==> src/rtl/core/sdsch_pkg.sv <==
// ----------------------------------------------------------------------------
// sdsch_pkg
// Shared types and constants of the SCAN disk scheduler.
// ----------------------------------------------------------------------------
package sdsch_pkg;

  localparam int unsigned MAX_REQUESTS_DEF = 8;
  localparam logic [16:0] TRACK_COUNT_RST  = 17'd200;

  // command queue between front and back
  localparam int unsigned QUEUE_DEPTH = 2;
  localparam int unsigned QPTR_W      = $clog2(QUEUE_DEPTH);
  localparam int unsigned QCNT_W      = $clog2(QUEUE_DEPTH + 1);

  localparam int unsigned TRACK_W = 16;
  localparam int unsigned SEEK_W  = 17;

  // input kind codes
  localparam logic KIND_LOAD  = 1'b0;
  localparam logic KIND_START = 1'b1;

  // classified command: value is the track for a load, the head for a start
  typedef struct packed {
    logic                 start;
    logic [TRACK_W-1:0]   value;
    logic                 dir_up;
  } cmd_t;

  typedef enum logic [1:0] {
    ST_IDLE,
    ST_SCAN,
    ST_RESOLVE
  } state_t;

endpackage

==> src/rtl/core/sdsch_front.sv <==
// ----------------------------------------------------------------------------
// sdsch_front
// Accepts input transactions, classifies them into load or start commands
// and queues them for the scan engine.
// ----------------------------------------------------------------------------
module sdsch_front (
  input  logic                          clk,
  input  logic                          rst_n,
  input  logic                          in_valid,
  output logic                          in_stall,
  input  logic                          in_kind,
  input  logic [sdsch_pkg::TRACK_W-1:0] in_track,
  input  logic [sdsch_pkg::TRACK_W-1:0] in_head,
  input  logic                          in_direction_up,
  output sdsch_pkg::cmd_t               cmd,
  output logic                          cmd_valid,
  input  logic                          cmd_pop
);

  sdsch_pkg::cmd_t                   fifo_q [sdsch_pkg::QUEUE_DEPTH];
  logic [sdsch_pkg::QPTR_W-1:0]      wr_ptr_r, wr_ptr_nxt;
  logic [sdsch_pkg::QPTR_W-1:0]      rd_ptr_r, rd_ptr_nxt;
  logic [sdsch_pkg::QCNT_W-1:0]      cnt_r, cnt_nxt;
  sdsch_pkg::cmd_t                   new_cmd;
  logic                              push;
  logic                              pop;

  assign in_stall  = (cnt_r == sdsch_pkg::QCNT_W'(sdsch_pkg::QUEUE_DEPTH));
  assign cmd_valid = (cnt_r != '0);
  assign cmd       = fifo_q[rd_ptr_r];
  assign push      = in_valid && !in_stall;
  assign pop       = cmd_pop && cmd_valid;

  always_comb begin
    new_cmd.start  = (in_kind == sdsch_pkg::KIND_START);
    new_cmd.value  = new_cmd.start ? in_head : in_track;
    new_cmd.dir_up = in_direction_up;
  end

  always_comb begin
    wr_ptr_nxt = push ? wr_ptr_r + 1'b1 : wr_ptr_r;
    rd_ptr_nxt = pop  ? rd_ptr_r + 1'b1 : rd_ptr_r;
    cnt_nxt    = cnt_r;
    if (push && !pop) begin
      cnt_nxt = cnt_r + 1'b1;
    end else if (pop && !push) begin
      cnt_nxt = cnt_r - 1'b1;
    end
  end

  always_ff @(posedge clk) begin
    if (!rst_n) begin
      wr_ptr_r <= '0;
      rd_ptr_r <= '0;
      cnt_r    <= '0;
    end else begin
      wr_ptr_r <= wr_ptr_nxt;
      rd_ptr_r <= rd_ptr_nxt;
      cnt_r    <= cnt_nxt;
    end
  end

  always_ff @(posedge clk) begin
    if (push) begin
      fifo_q[wr_ptr_r] <= new_cmd;
    end
  end

endmodule

==> src/rtl/core/sdsch_back.sv <==
// ----------------------------------------------------------------------------
// sdsch_back
// Request store and scan engine. Each visit is found by one pass over the
// store that picks the next (track, slot) key in sweep order; a found visit
// is held back one step so the final one can carry the last mark.
// ----------------------------------------------------------------------------
module sdsch_back #(
  parameter int unsigned MAX_REQUESTS = sdsch_pkg::MAX_REQUESTS_DEF
) (
  input  logic                          clk,
  input  logic                          rst_n,
  input  logic [16:0]                   track_count,
  input  sdsch_pkg::cmd_t               cmd,
  input  logic                          cmd_valid,
  output logic                          cmd_pop,
  output logic                          out_valid,
  input  logic                          out_stall,
  output logic [sdsch_pkg::TRACK_W-1:0] out_visited_track,
  output logic [sdsch_pkg::SEEK_W-1:0]  out_seek_total,
  output logic                          out_last,
  output logic                          busy
);

  localparam int unsigned CW = $clog2(MAX_REQUESTS + 2);
  localparam int unsigned AW = (MAX_REQUESTS > 1) ? $clog2(MAX_REQUESTS) : 1;
  localparam int unsigned TW = sdsch_pkg::TRACK_W;
  localparam int unsigned SW = sdsch_pkg::SEEK_W;
  localparam int unsigned KW = TW + CW;

  logic [TW-1:0]       mem [MAX_REQUESTS];
  logic [TW-1:0]       rd_data_r;
  logic [AW-1:0]       rd_addr;
  logic                mem_we;

  sdsch_pkg::state_t   state_r, state_nxt;
  logic [CW-1:0]       count_r, count_nxt;
  logic [CW-1:0]       sc_r, sc_nxt;
  logic [TW-1:0]       head_r, head_nxt;
  logic                up_r, up_nxt;
  logic                phase_r, phase_nxt;
  logic [TW-1:0]       last_trk_r, last_trk_nxt;
  logic                have_prev_r, have_prev_nxt;
  logic [KW-1:0]       prev_key_r, prev_key_nxt;
  logic                found_r, found_nxt;
  logic [KW-1:0]       best_key_r, best_key_nxt;
  logic                have_pend_r, have_pend_nxt;
  logic [TW-1:0]       pend_trk_r, pend_trk_nxt;
  logic [SW-1:0]       pend_tot_r, pend_tot_nxt;
  logic [TW-1:0]       pos_r, pos_nxt;
  logic                out_valid_r, out_valid_nxt;
  logic [TW-1:0]       out_trk_r, out_trk_nxt;
  logic [SW-1:0]       out_tot_r, out_tot_nxt;
  logic                out_last_r, out_last_nxt;

  logic [16:0]         tc_m1;
  logic [TW-1:0]       last_trk_calc;
  logic                cmp_valid;
  logic [CW-1:0]       cmp_idx;
  logic                cmp_virtual;
  logic [TW-1:0]       cmp_val;
  logic [KW-1:0]       cmp_key;
  logic                asc;
  logic                in_group;
  logic                after_prev;
  logic                better;
  logic                take;
  logic                scan_end;
  logic                out_free;
  logic                need_emit;
  logic                emit_block;
  logic [TW-1:0]       best_val;
  logic [TW-1:0]       seek_dist;
  logic [SW-1:0]       base_tot;
  logic [SW:0]         sum_tot;

  // ---- decode -------------------------------------------------------------
  assign tc_m1         = track_count - 17'd1;
  assign last_trk_calc = (track_count == '0) ? '0 :
                         tc_m1[16] ? {TW{1'b1}} : tc_m1[TW-1:0];

  assign cmd_pop  = (state_r == sdsch_pkg::ST_IDLE) && cmd_valid;
  assign mem_we   = cmd_pop && !cmd.start && (count_r < CW'(MAX_REQUESTS));
  assign rd_addr  = (sc_r < count_r) ? sc_r[AW-1:0] : '0;

  // compare stage works on the entry registered from the store in the previous cycle
  assign cmp_valid   = (state_r == sdsch_pkg::ST_SCAN) && (sc_r != '0);
  assign cmp_idx     = sc_r - 1'b1;
  assign cmp_virtual = (cmp_idx == count_r);
  assign cmp_val     = cmp_virtual ? (up_r ? last_trk_r : '0) : rd_data_r;
  assign cmp_key     = {cmp_val, cmp_idx};
  assign asc         = up_r ^ phase_r;
  // end track only belongs to the first sweep, and joins it wherever it lies
  assign in_group    = cmp_virtual ? !phase_r :
                       asc ? (cmp_val > head_r) : (cmp_val < head_r);
  assign after_prev  = !have_prev_r ||
                       (asc ? (cmp_key > prev_key_r) : (cmp_key < prev_key_r));
  assign better      = !found_r ||
                       (asc ? (cmp_key < best_key_r) : (cmp_key > best_key_r));
  assign take        = cmp_valid && in_group && after_prev && better;
  assign scan_end    = (sc_r == count_r + 1'b1);

  assign out_free    = !out_valid_r || !out_stall;
  assign need_emit   = found_r ? have_pend_r : phase_r;
  assign emit_block  = need_emit && !out_free;

  assign best_val    = best_key_r[KW-1 -: TW];
  assign seek_dist   = (best_val > pos_r) ? best_val - pos_r : pos_r - best_val;
  assign base_tot    = have_pend_r ? pend_tot_r : '0;
  assign sum_tot     = {1'b0, base_tot} + (SW + 1)'(seek_dist);

  // ---- next state ---------------------------------------------------------
  always_comb begin
    state_nxt = state_r;
    unique case (state_r)
      sdsch_pkg::ST_IDLE: begin
        if (cmd_valid && cmd.start) begin
          state_nxt = sdsch_pkg::ST_SCAN;
        end
      end
      sdsch_pkg::ST_SCAN: begin
        if (scan_end) begin
          state_nxt = sdsch_pkg::ST_RESOLVE;
        end
      end
      sdsch_pkg::ST_RESOLVE: begin
        if (!emit_block) begin
          state_nxt = (!found_r && phase_r) ? sdsch_pkg::ST_IDLE : sdsch_pkg::ST_SCAN;
        end
      end
      default: state_nxt = sdsch_pkg::ST_IDLE;
    endcase
  end

  // ---- datapath and outputs -----------------------------------------------
  always_comb begin
    count_nxt     = count_r;
    sc_nxt        = sc_r;
    head_nxt      = head_r;
    up_nxt        = up_r;
    phase_nxt     = phase_r;
    last_trk_nxt  = last_trk_r;
    have_prev_nxt = have_prev_r;
    prev_key_nxt  = prev_key_r;
    found_nxt     = found_r;
    best_key_nxt  = best_key_r;
    have_pend_nxt = have_pend_r;
    pend_trk_nxt  = pend_trk_r;
    pend_tot_nxt  = pend_tot_r;
    pos_nxt       = pos_r;
    out_valid_nxt = out_valid_r && out_stall;
    out_trk_nxt   = out_trk_r;
    out_tot_nxt   = out_tot_r;
    out_last_nxt  = out_last_r;

    unique case (state_r)
      sdsch_pkg::ST_IDLE: begin
        if (cmd_pop) begin
          if (!cmd.start) begin
            if (mem_we) begin
              count_nxt = count_r + 1'b1;
            end
          end else begin
            head_nxt      = cmd.value;
            pos_nxt       = cmd.value;
            up_nxt        = cmd.dir_up;
            last_trk_nxt  = last_trk_calc;
            phase_nxt     = 1'b0;
            have_prev_nxt = 1'b0;
            have_pend_nxt = 1'b0;
            found_nxt     = 1'b0;
            sc_nxt        = '0;
          end
        end
      end
      sdsch_pkg::ST_SCAN: begin
        if (!scan_end) begin
          sc_nxt = sc_r + 1'b1;
        end
        if (take) begin
          found_nxt    = 1'b1;
          best_key_nxt = cmp_key;
        end
      end
      sdsch_pkg::ST_RESOLVE: begin
        if (!emit_block) begin
          if (need_emit) begin
            out_valid_nxt = 1'b1;
            out_trk_nxt   = pend_trk_r;
            out_tot_nxt   = pend_tot_r;
            out_last_nxt  = !found_r;
          end
          sc_nxt    = '0;
          found_nxt = 1'b0;
          if (found_r) begin
            pend_trk_nxt  = best_val;
            pend_tot_nxt  = sum_tot[SW] ? {SW{1'b1}} : sum_tot[SW-1:0];
            pos_nxt       = best_val;
            prev_key_nxt  = best_key_r;
            have_prev_nxt = 1'b1;
            have_pend_nxt = 1'b1;
          end else if (!phase_r) begin
            phase_nxt     = 1'b1;
            have_prev_nxt = 1'b0;
          end else begin
            count_nxt = '0;
          end
        end
      end
      default: ;
    endcase
  end

  always_ff @(posedge clk) begin
    if (!rst_n) begin
      state_r     <= sdsch_pkg::ST_IDLE;
      count_r     <= '0;
      out_valid_r <= 1'b0;
    end else begin
      state_r     <= state_nxt;
      count_r     <= count_nxt;
      out_valid_r <= out_valid_nxt;
    end
  end

  always_ff @(posedge clk) begin
    sc_r        <= sc_nxt;
    head_r      <= head_nxt;
    up_r        <= up_nxt;
    phase_r     <= phase_nxt;
    last_trk_r  <= last_trk_nxt;
    have_prev_r <= have_prev_nxt;
    prev_key_r  <= prev_key_nxt;
    found_r     <= found_nxt;
    best_key_r  <= best_key_nxt;
    have_pend_r <= have_pend_nxt;
    pend_trk_r  <= pend_trk_nxt;
    pend_tot_r  <= pend_tot_nxt;
    pos_r       <= pos_nxt;
    out_trk_r   <= out_trk_nxt;
    out_tot_r   <= out_tot_nxt;
    out_last_r  <= out_last_nxt;
  end

  // request store
  always_ff @(posedge clk) begin
    if (mem_we) begin
      mem[count_r[AW-1:0]] <= cmd.value;
    end
    rd_data_r <= mem[rd_addr];
  end

  assign out_valid         = out_valid_r;
  assign out_visited_track = out_trk_r;
  assign out_seek_total    = out_tot_r;
  assign out_last          = out_last_r;
  assign busy              = (state_r != sdsch_pkg::ST_IDLE);

endmodule

==> src/rtl/core/scan_disk_scheduler_unit.sv <==
// ----------------------------------------------------------------------------
// scan_disk_scheduler_unit
// SCAN (elevator) disk scheduler: stores track requests and emits the visit
// order with running seek totals when a scan is started.
// ----------------------------------------------------------------------------
// Load transactions queue pending requests (up to MAX_REQUESTS, extras are
// dropped); a start transaction gives the head and first direction and the
// block emits one result per visited track, the end track included, with
// last set on the final one, then empties the store. A two-entry command
// queue decouples the input from the scan engine. A start makes one pass
// over the request store per visit plus one closing pass per sweep; a
// stalled result holds the engine. track_count is written through
// cfg_we/cfg_wdata; the user must write it only while idle, which the block
// itself does not enforce.
module scan_disk_scheduler_unit #(
  parameter int unsigned MAX_REQUESTS = sdsch_pkg::MAX_REQUESTS_DEF
) (
  input  logic                          clk,
  input  logic                          rst_n,
  input  logic                          cfg_we,
  input  logic [16:0]                   cfg_wdata,
  input  logic                          in_valid,
  output logic                          in_stall,
  input  logic                          in_kind,
  input  logic [sdsch_pkg::TRACK_W-1:0] in_track,
  input  logic [sdsch_pkg::TRACK_W-1:0] in_head,
  input  logic                          in_direction_up,
  output logic                          out_valid,
  input  logic                          out_stall,
  output logic [sdsch_pkg::TRACK_W-1:0] out_visited_track,
  output logic [sdsch_pkg::SEEK_W-1:0]  out_seek_total,
  output logic                          out_last
);

  logic [16:0]     track_count_r, track_count_nxt;
  sdsch_pkg::cmd_t cmd;
  logic            cmd_valid;
  logic            cmd_pop;
  logic            busy;

  assign track_count_nxt = cfg_we ? cfg_wdata : track_count_r;

  always_ff @(posedge clk) begin
    if (!rst_n) begin
      track_count_r <= sdsch_pkg::TRACK_COUNT_RST;
    end else begin
      track_count_r <= track_count_nxt;
    end
  end

  sdsch_front u_front (
    .clk             (clk),
    .rst_n           (rst_n),
    .in_valid        (in_valid),
    .in_stall        (in_stall),
    .in_kind         (in_kind),
    .in_track        (in_track),
    .in_head         (in_head),
    .in_direction_up (in_direction_up),
    .cmd             (cmd),
    .cmd_valid       (cmd_valid),
    .cmd_pop         (cmd_pop)
  );

  sdsch_back #(
    .MAX_REQUESTS (MAX_REQUESTS)
  ) u_back (
    .clk               (clk),
    .rst_n             (rst_n),
    .track_count       (track_count_r),
    .cmd               (cmd),
    .cmd_valid         (cmd_valid),
    .cmd_pop           (cmd_pop),
    .out_valid         (out_valid),
    .out_stall         (out_stall),
    .out_visited_track (out_visited_track),
    .out_seek_total    (out_seek_total),
    .out_last          (out_last),
    .busy              (busy)
  );

`ifndef SYNTHESIS
  // a stalled result holds still until it is taken
  a_hold_stable: assert property (@(posedge clk) disable iff (!rst_n)
    out_valid && out_stall |=> out_valid &&
      $stable({out_visited_track, out_seek_total, out_last}))
    else $error("stalled result changed");

  // results only come out of a running scan
  a_rise_busy: assert property (@(posedge clk) disable iff (!rst_n)
    $rose(out_valid) |-> $past(busy))
    else $error("result appeared while engine idle");

  // a non-final visit means the scan is still in progress
  a_mid_busy: assert property (@(posedge clk) disable iff (!rst_n)
    out_valid && !out_stall && !out_last |-> busy)
    else $error("engine idle at non-final visit");
`endif

endmodule
==> config.mk <==
export PLATFORM = sky130hd
export DESIGN_NAME = scan_disk_scheduler_unit
export DESIGN_NICKNAME = d
export VERILOG_FILES = /design/src/rtl/core/sdsch_pkg.sv /design/src/rtl/core/sdsch_front.sv /design/src/rtl/core/sdsch_back.sv /design/src/rtl/core/scan_disk_scheduler_unit.sv
export SDC_FILE = /design/constraint.sdc
export NUM_CORES = 1
export LEC_CHECK = 0
export BUFFER_PORTS_ARGS = -buffer_cell sky130_fd_sc_hd__buf_2
export CELL_PAD_IN_SITES_DETAIL_PLACEMENT = 0
export CELL_PAD_IN_SITES_GLOBAL_PLACEMENT = 1
export CORE_AREA = 5 5 271 273
export DETAILED_ROUTE_END_ITERATION = 6
export DIE_AREA = 0 0 276 278
export PLACE_DENSITY = 0.58
export SYNTH_ARGS = -nofsm -noshare
export SYNTH_HDL_FRONTEND = slang
export SYNTH_HIERARCHICAL = 1
export SYNTH_SLANG_ARGS = --single-unit
==> constraint.sdc <==
create_clock -name clk -period 5 [get_ports clk]
set_input_delay 1 -clock clk [delete_from_list [all_inputs] [get_ports clk]]
set_output_delay 1 -clock clk [all_outputs]
set_load 0.01 [all_outputs]
Word-level counts from Yosys, hierarchy flattened
Memory sizes are Yosys's and may differ from the RTL's. A register that Yosys moved wholly into a read port is not among the register bits.
Index checks and enable logic that the tools add are counted.

storage, ports and cells
  RAM bits = 164
  input port bits = 56
  memories kept = 2
  register bits after elaboration = 192
  word-level logic and storage cells = 171
  output and inout bits = 36

memory list
  memory          depth  width  read ports  clocked after memory_dff  wr ports  RTL line           RTL
  u_back.mem      8      16     1           1                         1         sdsch_back.sv:30   logic [TW-1:0] mem [MAX_REQUESTS];
  u_front.fifo_q  2      18     1           1                         1         sdsch_front.sv:20  sdsch_pkg::cmd_t fifo_q [sdsch_pkg::QUEUE_DEPTH];

operators by class
  equal/unequal tests = 18
  reductions and logical operators = 46
  bitwise gates (word level) = 2
  $lt $le $gt $ge = 9
  multiplexer cells = 60
  $add $sub $neg = 11

operator list
  operator               number
  $mux 16                9
  $gt 20x20->1           2
  $lt 20x20->1           2
  $mux 4                 10
  $gt 16x16->1           2
  $pmux 16 s2            1
  $sub 16x16->16         2
  $mux 1                 26
  $reduce_and 5->1       5
  $add 17x16->18         1
  $logic_not 17->1       1
  $mux 17                1
  $sub 17x1->17 const B  1
  $lt 16x16->1           1
  $logic_and 1x1->1      15
  $ne 2x1->1 const B     7
  $pmux 4 s3             1
  $reduce_and 3->1       4
  $logic_not 1->1        10
  $mux 2                 5
  $ne 2x2->1 const B     5
  $add 4x1->4 const B    2
  $eq 4x4->1             2
  $pmux 4 s2             1
  other kinds (22)       30

Logic depth before layout (Yosys ltp)
Gate-level depths: netlist (run 1).

  depth after elaboration = 11
  depth in mapped cells = 22
  mapped depth without buffers = 21

By module
The synthesis (run 1) kept the hierarchy.

by module, submodules not included
  module                    area an instance (um2)  instances  seq. area each (um2)  cells each
  sdsch_back                15077.0                 1          8748.4                1353
  sdsch_front               1725.4                  1          1181.1                99
  scan_disk_scheduler_unit  644.4                   1          340.3                 54

Worst setup path after synthesis (run 1)
OpenSTA, ideal clock, no wires.

  kind = reg2reg
  from = reg u_back.sc_r[0]
  to = reg u_back.best_key_r[0], enable pin
  stages on the path, launching flop included = 18
  buffers on the path = 2
  arrival time = 4.740 ns
  library setup time = 0.397 ns
  period minus slack after synthesis = 5.137 ns
  path slack = -0.137 ns
  data required time = 4.603 ns
  path through = edfxtp_1 -> inv_1 -> ha_1 -> xnor2_1 -> or4_1 -> clkbuf_1 -> clkbuf_1 -> o21ai_0 -> ha_1 -> a21o_1 -> a21o_1 -> a21oi_1 -> o22ai_1 -> a2111oi_0 -> o221a_2 -> a21o_1 -> o21ai_0 -> nor2_1

on the way
  cells in the longest elaborated chain, start to end = 10
  elaborated cells on any way between the ends = 21
  those cells by class = add/sub (1); order compare (6); eq/ne (1); mux (5); reduce/logical (8)

ends and longest elaborated chain
  item                                                 RTL line           RTL
  from (decl)                                          sdsch_back.sv:37   logic [CW-1:0] sc_r, sc_nxt;
  from (signal assigned)                               sdsch_back.sv:226  sc_r <= sc_nxt;
  $sub 4x1->4 *                                        sdsch_back.sv:87   assign cmp_idx = sc_r - 1'b1;
  via u_back.cmp_idx[0]                                sdsch_back.sv:58   logic [CW-1:0] cmp_idx;
  $eq 4x4->1 *                                         sdsch_back.sv:88   assign cmp_virtual = (cmp_idx == count_r);
  $mux 16 *                                            sdsch_back.sv:89   assign cmp_val = cmp_virtual ? (up_r ? last_trk_r : '0) : rd_data_r;
  via u_back.cmp_val[5]                                sdsch_back.sv:60   logic [TW-1:0] cmp_val;
  $lt 16x16->1 / $gt 16x16->1 (equally long branches)  sdsch_back.sv:94   asc ? (cmp_val > head_r) : (cmp_val < head_r);
  $mux 1                                               sdsch_back.sv:94
  $mux 1                                               sdsch_back.sv:93   assign in_group = cmp_virtual ? !phase_r :
  $logic_and 1x1->1 (2 in a row)                       sdsch_back.sv:99   assign take = cmp_valid && in_group && after_prev && better;
  $logic_and 1x1->1 *                                  sdsch_back.sv:99
  $reduce_and 2->1 (no line) *                         -
  to (signal assigned)                                 sdsch_back.sv:234  best_key_r <= best_key_nxt;
  to (decl)                                            sdsch_back.sv:45   logic [KW-1:0] best_key_r, best_key_nxt;

Mark *: on every way through the listed nets, which the timed path passes. The rest lies on a longest branch.
A chain may end at the register's enable or synchronous reset.

Worst setup path after layout (run 1)
  from = reg u_back.best_key_r[4]
  to = reg u_back.pend_tot_r[12], data pin

on the way
  cells in the longest elaborated chain, start to end = 3
  elaborated cells on any way between the ends = 5
  those cells by class = add/sub (3); order compare (1); mux (1)

ends and longest elaborated chain
  item                                                   RTL line           RTL
  $sub 16x16->16 / $gt 16x16->1 (equally long branches)  sdsch_back.sv:107  assign seek_dist = (best_val > pos_r) ? best_val - pos_r : pos_r - best_val;
  $mux 16 *                                              sdsch_back.sv:107
  $add 17x16->18 *                                       sdsch_back.sv:109  assign sum_tot = {1'b0, base_tot} + (SW + 1)'(seek_dist);
  to (signal assigned)                                   sdsch_back.sv:237  pend_tot_r <= pend_tot_nxt;
  to (decl)                                              sdsch_back.sv:48   logic [SW-1:0] pend_tot_r, pend_tot_nxt;

Mark *: on every way between the ends. The rest lies on a longest branch, timed or not.

==> results of run 1 <==
## state kept, by name (all words and copies together) (netlist names), 2 cells and up, named ones only
signal and flops:
u_back/mem 128, u_front/fifo_q 36, u_back/best_key_r 20, u_back/prev_key_r 20
track_count_r 17, u_back/out_seek_total 17, u_back/pend_tot_r 17, u_back/head_r 16
u_back/last_trk_r 16, u_back/out_visited_track 16, u_back/pos_r 16, u_back/rd_data_r 16
u_back/count_r 4, u_back/sc_r 4, u_back/state_r 2, u_front/cnt_r 2
## stage by stage
stage | instances | setup TNS (ps)
3_3_place_gp | 2537 | 0
2_1_floorplan | 1505 | 0
3_5_place_dp | 2537 | 0
4_1_cts | 2607 | 0
6_report | 2617 | 0
5_1_grt | 2617 | -164
## timing repair
| action | CTS | global route |
|---|---|---|
| resized for setup | 0 | 31 |
| setup buffers | 0 | 9 |
| endpoints found under the setup margin | 0 | 38 |
## per-layer routing
layer | GRT usage, % | up-vias | share of wire, %
met5 | 0 | - | 0
met4 | 2.57 | 0 | 2.0
met3 | 2.00 | 52 | 4.5
met2 | 17.0 | 238 | 45
met1 | 14.9 | 5491 | 48
li1 | - | 5679 | -
## cell type report
type,count,area share (%)
Inverter,105,1.91
Clock inverter,18,1.05
Tap cell,950,5.75
Sequential cell,357,49.7
Timing Repair Buffer,149,4.47
Multi-Input combinational cell,986,32.1
Clock buffer,52,5.06
## layout by cell type, fill, tap and decap left out, types with 7 or more instances in the layout
cell	n
a21o_1	21
a21oi_1	93
a21oi_2	8
and2_1	25
buf_2	91
buf_4	54
clkbuf_1	12
clkbuf_16	40
dfxtp_1	45
edfxtp_1	312
ha_1	112
inv_1	103
mux2_2	38
mux2i_1	24
nand2_1	179
nand2b_1	9
nand3_1	61
nand4_1	15
nor2_1	72
nor2_2	7
nor2b_1	21
nor3_1	14
o21a_1	8
o21ai_0	117
o21ai_1	12
xnor2_1	29
xor2_1	20
## path summary, 6_finish.rpt
| path | to | slack (ps) | cells after the start |
|---|---|---|---|
| hold / removal | u_back/out_seek_total[10] | 440 | 0 |
| setup reg to reg | u_back/pend_tot_r[12] | 210 | 22 |
| hold reg to reg | u_back/out_seek_total[10] | 440 | 0 |
| setup / recovery | u_back/pend_tot_r[12] | 210 | 22 |
## power groups by stage
| stage | registers, uW | logic [uW] | clock network, uW |
|---|---|---|---|
| finish | 4610 | 7480 | 2860 |
| detailed placement | 4680 | 7160 | 0 |
| global route | 4670 | 8390 | 3080 |
| global placement | 4660 | 7060 | 0 |
| CTS | 4620 | 7200 | 2960 |
| floorplan | 4560 | 5130 | 0 |
## critical path, stage by stage (launching register included)
cell and delay (ps):
edfxtp_1 430, inv_2 110, ha_1 180, inv_1 60
fa_1 390, a21oi_2 170, o22ai_1 120, o31a_1 350
o21ai_4 320, mux2i_2 290, a21oi_2 100, nand2b_1 150
a21bo_1 190, xnor2_1 120, ha_1 320, and2_1 190
nand2_1 90, o221ai_1 140, a21oi_2 200, o21ai_2 110
a21oi_2 260, buf_6 180, nand2_1 60
==> qor.yml, run 1 <==
pre_cts_ws_ps: 64.7
fin_area_sq_um: 20700
grt_pass1_wl_microns: 65300
drt_iter0_drc: 799
path_clk_slew_ps: 60
clk_latency_ps: 570
nets: 1810
worst_slack_ps: 211
synthToLayoutAreaGrowth_pct: 18.5
wl_microns: 42600
hold_slack_ps: 444
reg2reg_from: "u_back/best_key_r[4]"
finalHoldViolCount: 0
p_sw_uw: 5960
cp-start-kind: "register"
dr.pass1.iters: 5
peakVddDrop_uv: 281
postPlaceCellArea_sq_um: 19300
wl_per_cell_microns: 16.3
grt_usage_pct: 10.6
comb_power_share_pct: 50.0
antenna_left: 0
multi_input_area_sq_um: 6640
hold_buffers: 0
finClkSkew_ps: 27.8
core_sq_um: 70900
hold_class: "reg2reg"
drive_gt1_share_pct: 17.4
power.density_nw_per_um2: 723
clockPowerShare_pct: 19.1
cp.arrival_ps: 5090
antenna_cells: 0
p_leak_uw: 0.00797
regArea_sq_um: 10300
clockBufferDepth: 3
syn_area_sq_um: 17400
ioPinCount: 92
dieArea_sq_um: 76700
worstSetupEndpointType: "register"
cp_max_fo: 8
vias: 11500
cts_tree: "built"
finalCritPeriodShare_pct: 95.8
fillers: 7391
die_width_microns: 276
final_core_util_pct: 29.2
synth_cells: 1505
fin_crit_ps: 4790
rows: 98
root_buffer: "clkbuf_16"
globalplace.congestion: 0.824
cts_buffers: 40
grt_max_degree: 49
min_from: "u_back/pend_tot_r[10]"
gr-total-overflow: 0
syn-num-nets: 1676
avgSynthCellArea_sq_um: 11.6
status: "complete, no violations"
critPathKind: "reg2reg"
die_y_microns: 278
via_per_inst: 4.38
total_power_uw: 14900
maxCapViolCount: 0
drc: 0
startpoint: "u_back/best_key_r[4]"
worst_pin_slew_ps: 1100
port_buffers: 91
timing.slew.headroom_pct: 26.3
swShare_pct: 39.9
setup_violations: 0
start_util_pct: 24.6
cts_sinks: 357
hpwl_microns: 30800
worstPathRequired_ps: 5300
htree_levels: 2
intPower_uw: 8990
antenna_found_initial: 1
drv_slew: 0
max_freq_ghz: 0.209
yosys_warnings: 6
pwr-share-seq_pct: 30.8
grt_pass1_vias: 11200
(Power assumes the default switching activity.)
==> run 2, diff against run 1 <==
--- a/config.mk
+++ b/config.mk
@@ -8,9 +8,9 @@
 export BUFFER_PORTS_ARGS = -buffer_cell sky130_fd_sc_hd__buf_2
 export CELL_PAD_IN_SITES_DETAIL_PLACEMENT = 0
 export CELL_PAD_IN_SITES_GLOBAL_PLACEMENT = 1
-export CORE_AREA = 5 5 271 273
+export CORE_AREA = 5 5 258 286
 export DETAILED_ROUTE_END_ITERATION = 6
-export DIE_AREA = 0 0 276 278
+export DIE_AREA = 0 0 263 291
 export PLACE_DENSITY = 0.58
 export SYNTH_ARGS = -nofsm -noshare
 export SYNTH_HDL_FRONTEND = slang
==> run 2 against run 1 <==
Against the previous run: sequential share of layout area decreased by 0.072 points; total power decreased by 0.53%; flip-flop and latch count unchanged; largest cell class unchanged; register-to-register slack got worse by 70 ps; die area decreased by 0.25%; largest power group unchanged; global-route usage increased by 0.051 points; clock-buffer cell count increased by 5; clock power increased by 2%; clock skew increased by 20 ps; routed wire length decreased by 1.2%; setup slack got worse by 70 ps; highest routed layer unchanged; combinational power decreased by 2%.
==> qor.yml, run 2 (same netlist as run 1, synthesis figures left out) <==
ioPinCount: 92  # unchanged
dieArea_sq_um: 76500  # -0.25%
hpwl_microns: 30400  # -1.2%
min_to: "u_back/out_seek_total[11]"
grt_pass1_vias: 11600  # +2.9%
gr-total-overflow: 0  # unchanged
reg2reg_from: "u_back/best_key_r[4]"
total_power_uw: 14900  # -0.53%
worst_pin_slew_ps: 1220  # +117 ps
layout_commonest_cell: "edfxtp_1"
antenna_left: 0  # unchanged
rows: 103  # +5.1%
nets: 1810  # unchanged
status: "complete, no violations"
finClkSkew_ps: 48.0  # +20.2 ps
max_freq_ghz: 0.206  # -1.4%
critPathKind: "reg2reg"
rr_endpoint: "u_back/pend_tot_r[4]"
reg2reg_slack_ps: 140  # -70 ps
worstPathRequired_ps: 5320  # +20 ps
via_per_inst: 4.35  # -0.56%
dr.pass1.iters: 5  # unchanged
min_path_cells: 0  # unchanged
grt_usage_pct: 10.7  # +0.051 points
cp.arrival_ps: 5180  # +90 ps
grt_max_degree: 61  # +24%
final_core_util_pct: 29.3  # +0.093 points
drive_gt1_share_pct: 17.4  # -0.042 points
worstSetupEndpointType: "register"
wl_microns: 42100  # -1.2%
synthToLayoutAreaGrowth_pct: 18.7
start_util_pct: 24.7  # +0.042 points
core_sq_um: 70800  # -0.17%
path_clk_slew_ps: 60  # about the same
htree_levels: 2  # unchanged
layout_common_cells: "edfxtp_1 (312), nand2_1 (179), o21ai_0 (122)"
fin_crit_ps: 4860  # +69.5 ps
drv_slew: 0  # unchanged
pre_cts_ws_ps: -18.2  # -82.9 ps
timing.slew.headroom_pct: 18.4  # -7.9 points
clk_latency_ps: 580  # about the same
drc: 0  # unchanged
power.density_nw_per_um2: 718  # -0.67%
cp-start-kind: "register"
hold_slack_ps: 448  # +4.06 ps
antenna_found_initial: 0  # -1
p_leak_uw: 0.00799  # +0.25%
setup_violations: 0  # unchanged
finalHoldViolCount: 0  # unchanged
min_from: "u_back/pend_tot_r[11]"
cts_tree: "built"
drt_iter0_drc: 623  # -22%
maxCapViolCount: 0  # unchanged
cts_buffers: 42  # +5.0%
largest_reg_flops: 128  # unchanged
port_buffers: 91  # unchanged
vias: 11400  # -0.60%
cts_sinks: 357  # unchanged
hold_class: "reg2reg"
globalplace.congestion: 0.851  # +3.3%
worst_slack_ps: 142  # -69.5 ps
root_buffer: "clkbuf_16"
wl_per_cell_microns: 16.1  # -1.2%
grt_pass1_wl_microns: 66000  # +1.0%
die_y_microns: 291  # +4.7%
ff2ff_path_depth: 22  # unchanged
die_width_microns: 263  # -4.7%
clockBufferDepth: 3  # unchanged
finalCritPeriodShare_pct: 97.2  # +1.4 points
cp_max_fo: 7  # -1
rsz0062_at_grt: "yes"
antenna_cells: 0  # unchanged
peakVddDrop_uv: 282  # +0.58%
-- run 2: stage by stage --
stage / TNS, ps / area, sq um / cells
after floorplan: 0 / 17400 / 1505
after global placement: 0 / 19300 / 2534
after detailed placement: -25.1 / 19300 / 2534
after CTS: 0 / 20600 / 2610
after global routing: -582 / 20700 / 2616
final: 0 / 20700 / 2616
-- run 2: critical path: stages (launching register included) --
cell and delay [ps]:
edfxtp_1 420, inv_2 110, ha_1 170, inv_1 50, fa_1 400, a21oi_2 180
o22ai_1 110, o31a_1 310, o21ai_4 310, mux2i_1 300, a21oi_2 110, nand2b_1 150
a21bo_1 190, xnor2_1 130, ha_1 350, and2_1 210, nand2_1 100, o221ai_1 140
a21oi_2 200, o21ai_2 120, a21oi_2 240, clkbuf_4 240, nand2_1 60
-- run 2: layout make-up --
| class | count | area (sq um) |
|---|---|---|
| inverter | 105 | 394 |
| sequential | 357 | 10300 |
| fill | 7272 | 50000 |
| clock inverter | 19 | 211 |
| timing repair buffer | 147 | 905 |
| multi-input combinational | 986 | 6630 |
| tap | 945 | 1180 |
| clock buffer | 57 | 1120 |
-- run 2: repair_timing --
item,4_1_cts,5_1_grt
resized for setup,5,20
buffers inserted,0,5
hold buffers,0,0
cloned,0,1
endpoints found under the setup margin,16,38
pin swaps,0,5
-- run 2: worst max path at each step --
stage,start,to,slack (ps),cells after the start
6_report,u_back/best_key_r[4],u_back/pend_tot_r[4],140,22
5_1_grt,u_back/best_key_r[4],u_back/pend_tot_r[16],-80,21
4_1_cts,u_back/best_key_r[4],u_back/pend_tot_r[16],30,21
3_5_place_dp,u_back/best_key_r[4],u_back/pend_tot_r[16],-20,21
3_3_place_gp,u_back/best_key_r[4],u_back/pend_tot_r[0],30,22
2_1_floorplan,u_back/sc_r[0],u_back/best_key_r[0],170,17
-- run 2: power breakdown --
group	leakage [uW]	internal (uW)	switching, uW
registers	0.00322	4290	308
clock network	0.000631	1690	1240
logic	0.00414	2960	4380
total	0.00799	8940	5930
-- run 2: metal layers --
metal  vias to the layer above  global-route usage, %  part of all wire [%]
li1                       5700                      -                     -
met1                      5453                   14.3                    47
met3                        73                   1.76                   3.1
met4                         0                   3.82                   3.4
met2                       165                   17.4                    46
met5                         -                      0                     0
==> run 3, diff against run 2 <==
--- a/config.mk
+++ b/config.mk
@@ -5,7 +5,7 @@
 export SDC_FILE = /design/constraint.sdc
 export NUM_CORES = 1
 export LEC_CHECK = 0
-export BUFFER_PORTS_ARGS = -buffer_cell sky130_fd_sc_hd__buf_2
+export BUFFER_PORTS_ARGS = -buffer_cell sky130_fd_sc_hd__buf_4
 export CELL_PAD_IN_SITES_DETAIL_PLACEMENT = 0
 export CELL_PAD_IN_SITES_GLOBAL_PLACEMENT = 1
 export CORE_AREA = 5 5 258 286
==> run 3 against run 2 <==
Against the previous run: total power grew 1.4%; non-clock buffer count grew 4; clock skew shrank 0.62 ps; sequential power is essentially flat; register-to-register slack gained 90 ps; flip-flop and latch count is the same; first-iteration DRC count shrank 24%; hold slack lost 8.6 ps; sequential share of layout area shrank 0.82 points; largest power group unchanged.
==> qor.yml, run 3 (same netlist as run 1, synthesis figures left out) <==
setup.worst_path.end: "u_back/best_key_r[16]"
power.density_nw_per_um2: 716  # -0.31%
die_width_microns: 263  # unchanged
status: "complete, no violations"
cts_tree: "built"
worstSetupEndpointType: "register"
antenna_found_initial: 0  # unchanged
die_y_microns: 291  # unchanged
drc: 0  # unchanged
drv_slew: 0  # unchanged
cp.arrival_ps: 5010  # -170 ps
port_buffers: 91  # unchanged
cp_max_fo: 35  # +28
finalCritPeriodShare_pct: 95.3  # -1.8 points
worst_slack_ps: 234  # +92.3 ps
ioPinCount: 92  # unchanged
setup_violations: 0  # unchanged
hold_class: "reg2reg"
grt_pass1_wl_microns: 66800  # +1.2%
finClkSkew_ps: 47.4  # -0.620 ps
worst_pin_slew_ps: 1250  # +33.2 ps
fillers: 7234  # -0.52%
timing.slew.headroom_pct: 16.2  # -2.2 points
antenna_left: 0  # unchanged
clk_latency_ps: 580  # about the same
globalplace.congestion: 0.851  # about the same
root_buffer: "clkbuf_16"
dr.pass1.iters: 5  # unchanged
antenna_cells: 0  # unchanged
worstPathRequired_ps: 5240  # -80 ps
path_clk_slew_ps: 60  # about the same
reg2reg_slack_ps: 230  # +90 ps
grt_usage_pct: 10.7  # +0.092 points
p_leak_uw: 0.00813  # +1.7%
vias: 11400  # +0.34%
layout_commonest_cell: "edfxtp_1"
cp-start-kind: "register"
peakVddDrop_uv: 301  # +6.8%
gr-total-overflow: 0  # unchanged
pre_cts_ws_ps: -23.0  # -4.77 ps
total_power_uw: 15100  # +1.4%
via_per_inst: 4.36  # +0.11%
hold_buffers: 0  # unchanged
layout_common_cells: "edfxtp_1 (312), nand2_1 (178), buf_4 (148)"
maxCapViolCount: 0  # unchanged
grt_pass1_vias: 11700  # +1.7%
fin_crit_ps: 4770  # -92.3 ps
drt_iter0_drc: 471  # -24%
startpoint: "u_back/sc_r[0]"
finalHoldViolCount: 0  # unchanged
synthToLayoutAreaGrowth_pct: 20.7
rr_endpoint: "u_back/best_key_r[16]"
largest_reg_flops: 128  # unchanged
nets: 1814  # +0.22%
start_util_pct: 24.7  # unchanged
rows: 103  # unchanged
max_freq_ghz: 0.210  # +1.9%
ff2ff_path_depth: 18  # -18%
cts_buffers: 42  # unchanged
drive_gt1_share_pct: 17.8  # +0.41 points
wl_microns: 42000  # -0.31%
dieArea_sq_um: 76500  # unchanged
cts_sinks: 357  # unchanged
hpwl_microns: 30500  # +0.48%
reg2reg_from: "u_back/sc_r[0]"
min_path_cells: 0  # unchanged
core_sq_um: 70800  # unchanged
critPathKind: "reg2reg"
wl_per_cell_microns: 16.0  # -0.54%
grt_max_degree: 71  # +16%
clockBufferDepth: 3  # unchanged
htree_levels: 2  # unchanged
==> run 3: worst max-delay path, cell delays in order, from the launching register on <==
cell and delay [ps]:
edfxtp_1 410, inv_1 190, ha_1 290, xnor2_1 140, or4_1 530, buf_12 200
nand2_1 80, o21ai_0 160, buf_4 200, ha_1 290, nand4_1 190, or2_2 390
a2111oi_0 360, a2111oi_1 130, o21a_1 220, nor3_1 200, o21ai_1 110, nor2_2 160
buf_12 190
==> run 3: final cells by class <==
type                            instances  area [sq um]  share of cell area (%)
Multi-Input combinational cell        986          6640                    31.5
Timing Repair Buffer                  151          1160                    5.52
Sequential cell                       357         10300                    48.8
Tap cell                              945          1180                    5.62
Inverter                              105           394                    1.87
Clock inverter                         23           274                    1.30
Clock buffer                           55          1130                    5.37
==> run 3: how the worst min path moves through the flow <==
stage,from,end,slack (ps)
2_1_floorplan,u_back/pend_tot_r[0],u_back/out_seek_total[0],420
3_3_place_gp,u_back/pend_tot_r[12],u_back/out_seek_total[12],430
3_5_place_dp,u_back/pend_tot_r[2],u_back/out_seek_total[2],430
4_1_cts,u_back/pend_tot_r[2],u_back/out_seek_total[2],440
5_1_grt,u_back/pend_tot_r[2],u_back/out_seek_total[2],450
6_report,u_back/pend_tot_r[2],u_back/out_seek_total[2],440
==> run 3: stage by stage <==
| step | setup TNS [ps] | cells | hold slack (ps) | util [%] | instance area [sq um] |
|---|---|---|---|---|---|
| 2_1_floorplan | 0 | 1505 | 417 | - | 17400 |
| 3_3_place_gp | 0 | 2536 | 431 | 27.6 | 19500 |
| 3_5_place_dp | -154 | 2536 | 429 | 27.6 | 19500 |
| 4_1_cts | 0 | 2616 | 442 | 29.6 | 20900 |
| 5_1_grt | -8.10 | 2622 | 450 | 29.8 | 21100 |
| 6_report | 0 | 2622 | 439 | 29.8 | 21100 |
==> run 3: power breakdown <==
part | switching, uW | internal, uW | leakage, uW | total (uW)
Clock | 1240 | 1820 | 0.000679 | 3070
Sequential | 317 | 4290 | 0.00322 | 4610
Combinational | 4340 | 3060 | 0.00423 | 7400
==> run 3: layer usage <==
metal  global-route usage [%]  wire length [microns]
met1                     14.3                  19600
met2                     18.2                  20100
met3                     1.68                   1330
met4                     3.06                    936
met5                        0                      0
==> run 3: what timing repair did <==
| action | CTS | global route |
|---|---|---|
| gates resized for setup | 4 | 18 |
| setup endpoints to repair | 16 | 37 |
| setup buffers | 2 | 6 |
| pin swaps | 1 | 7 |
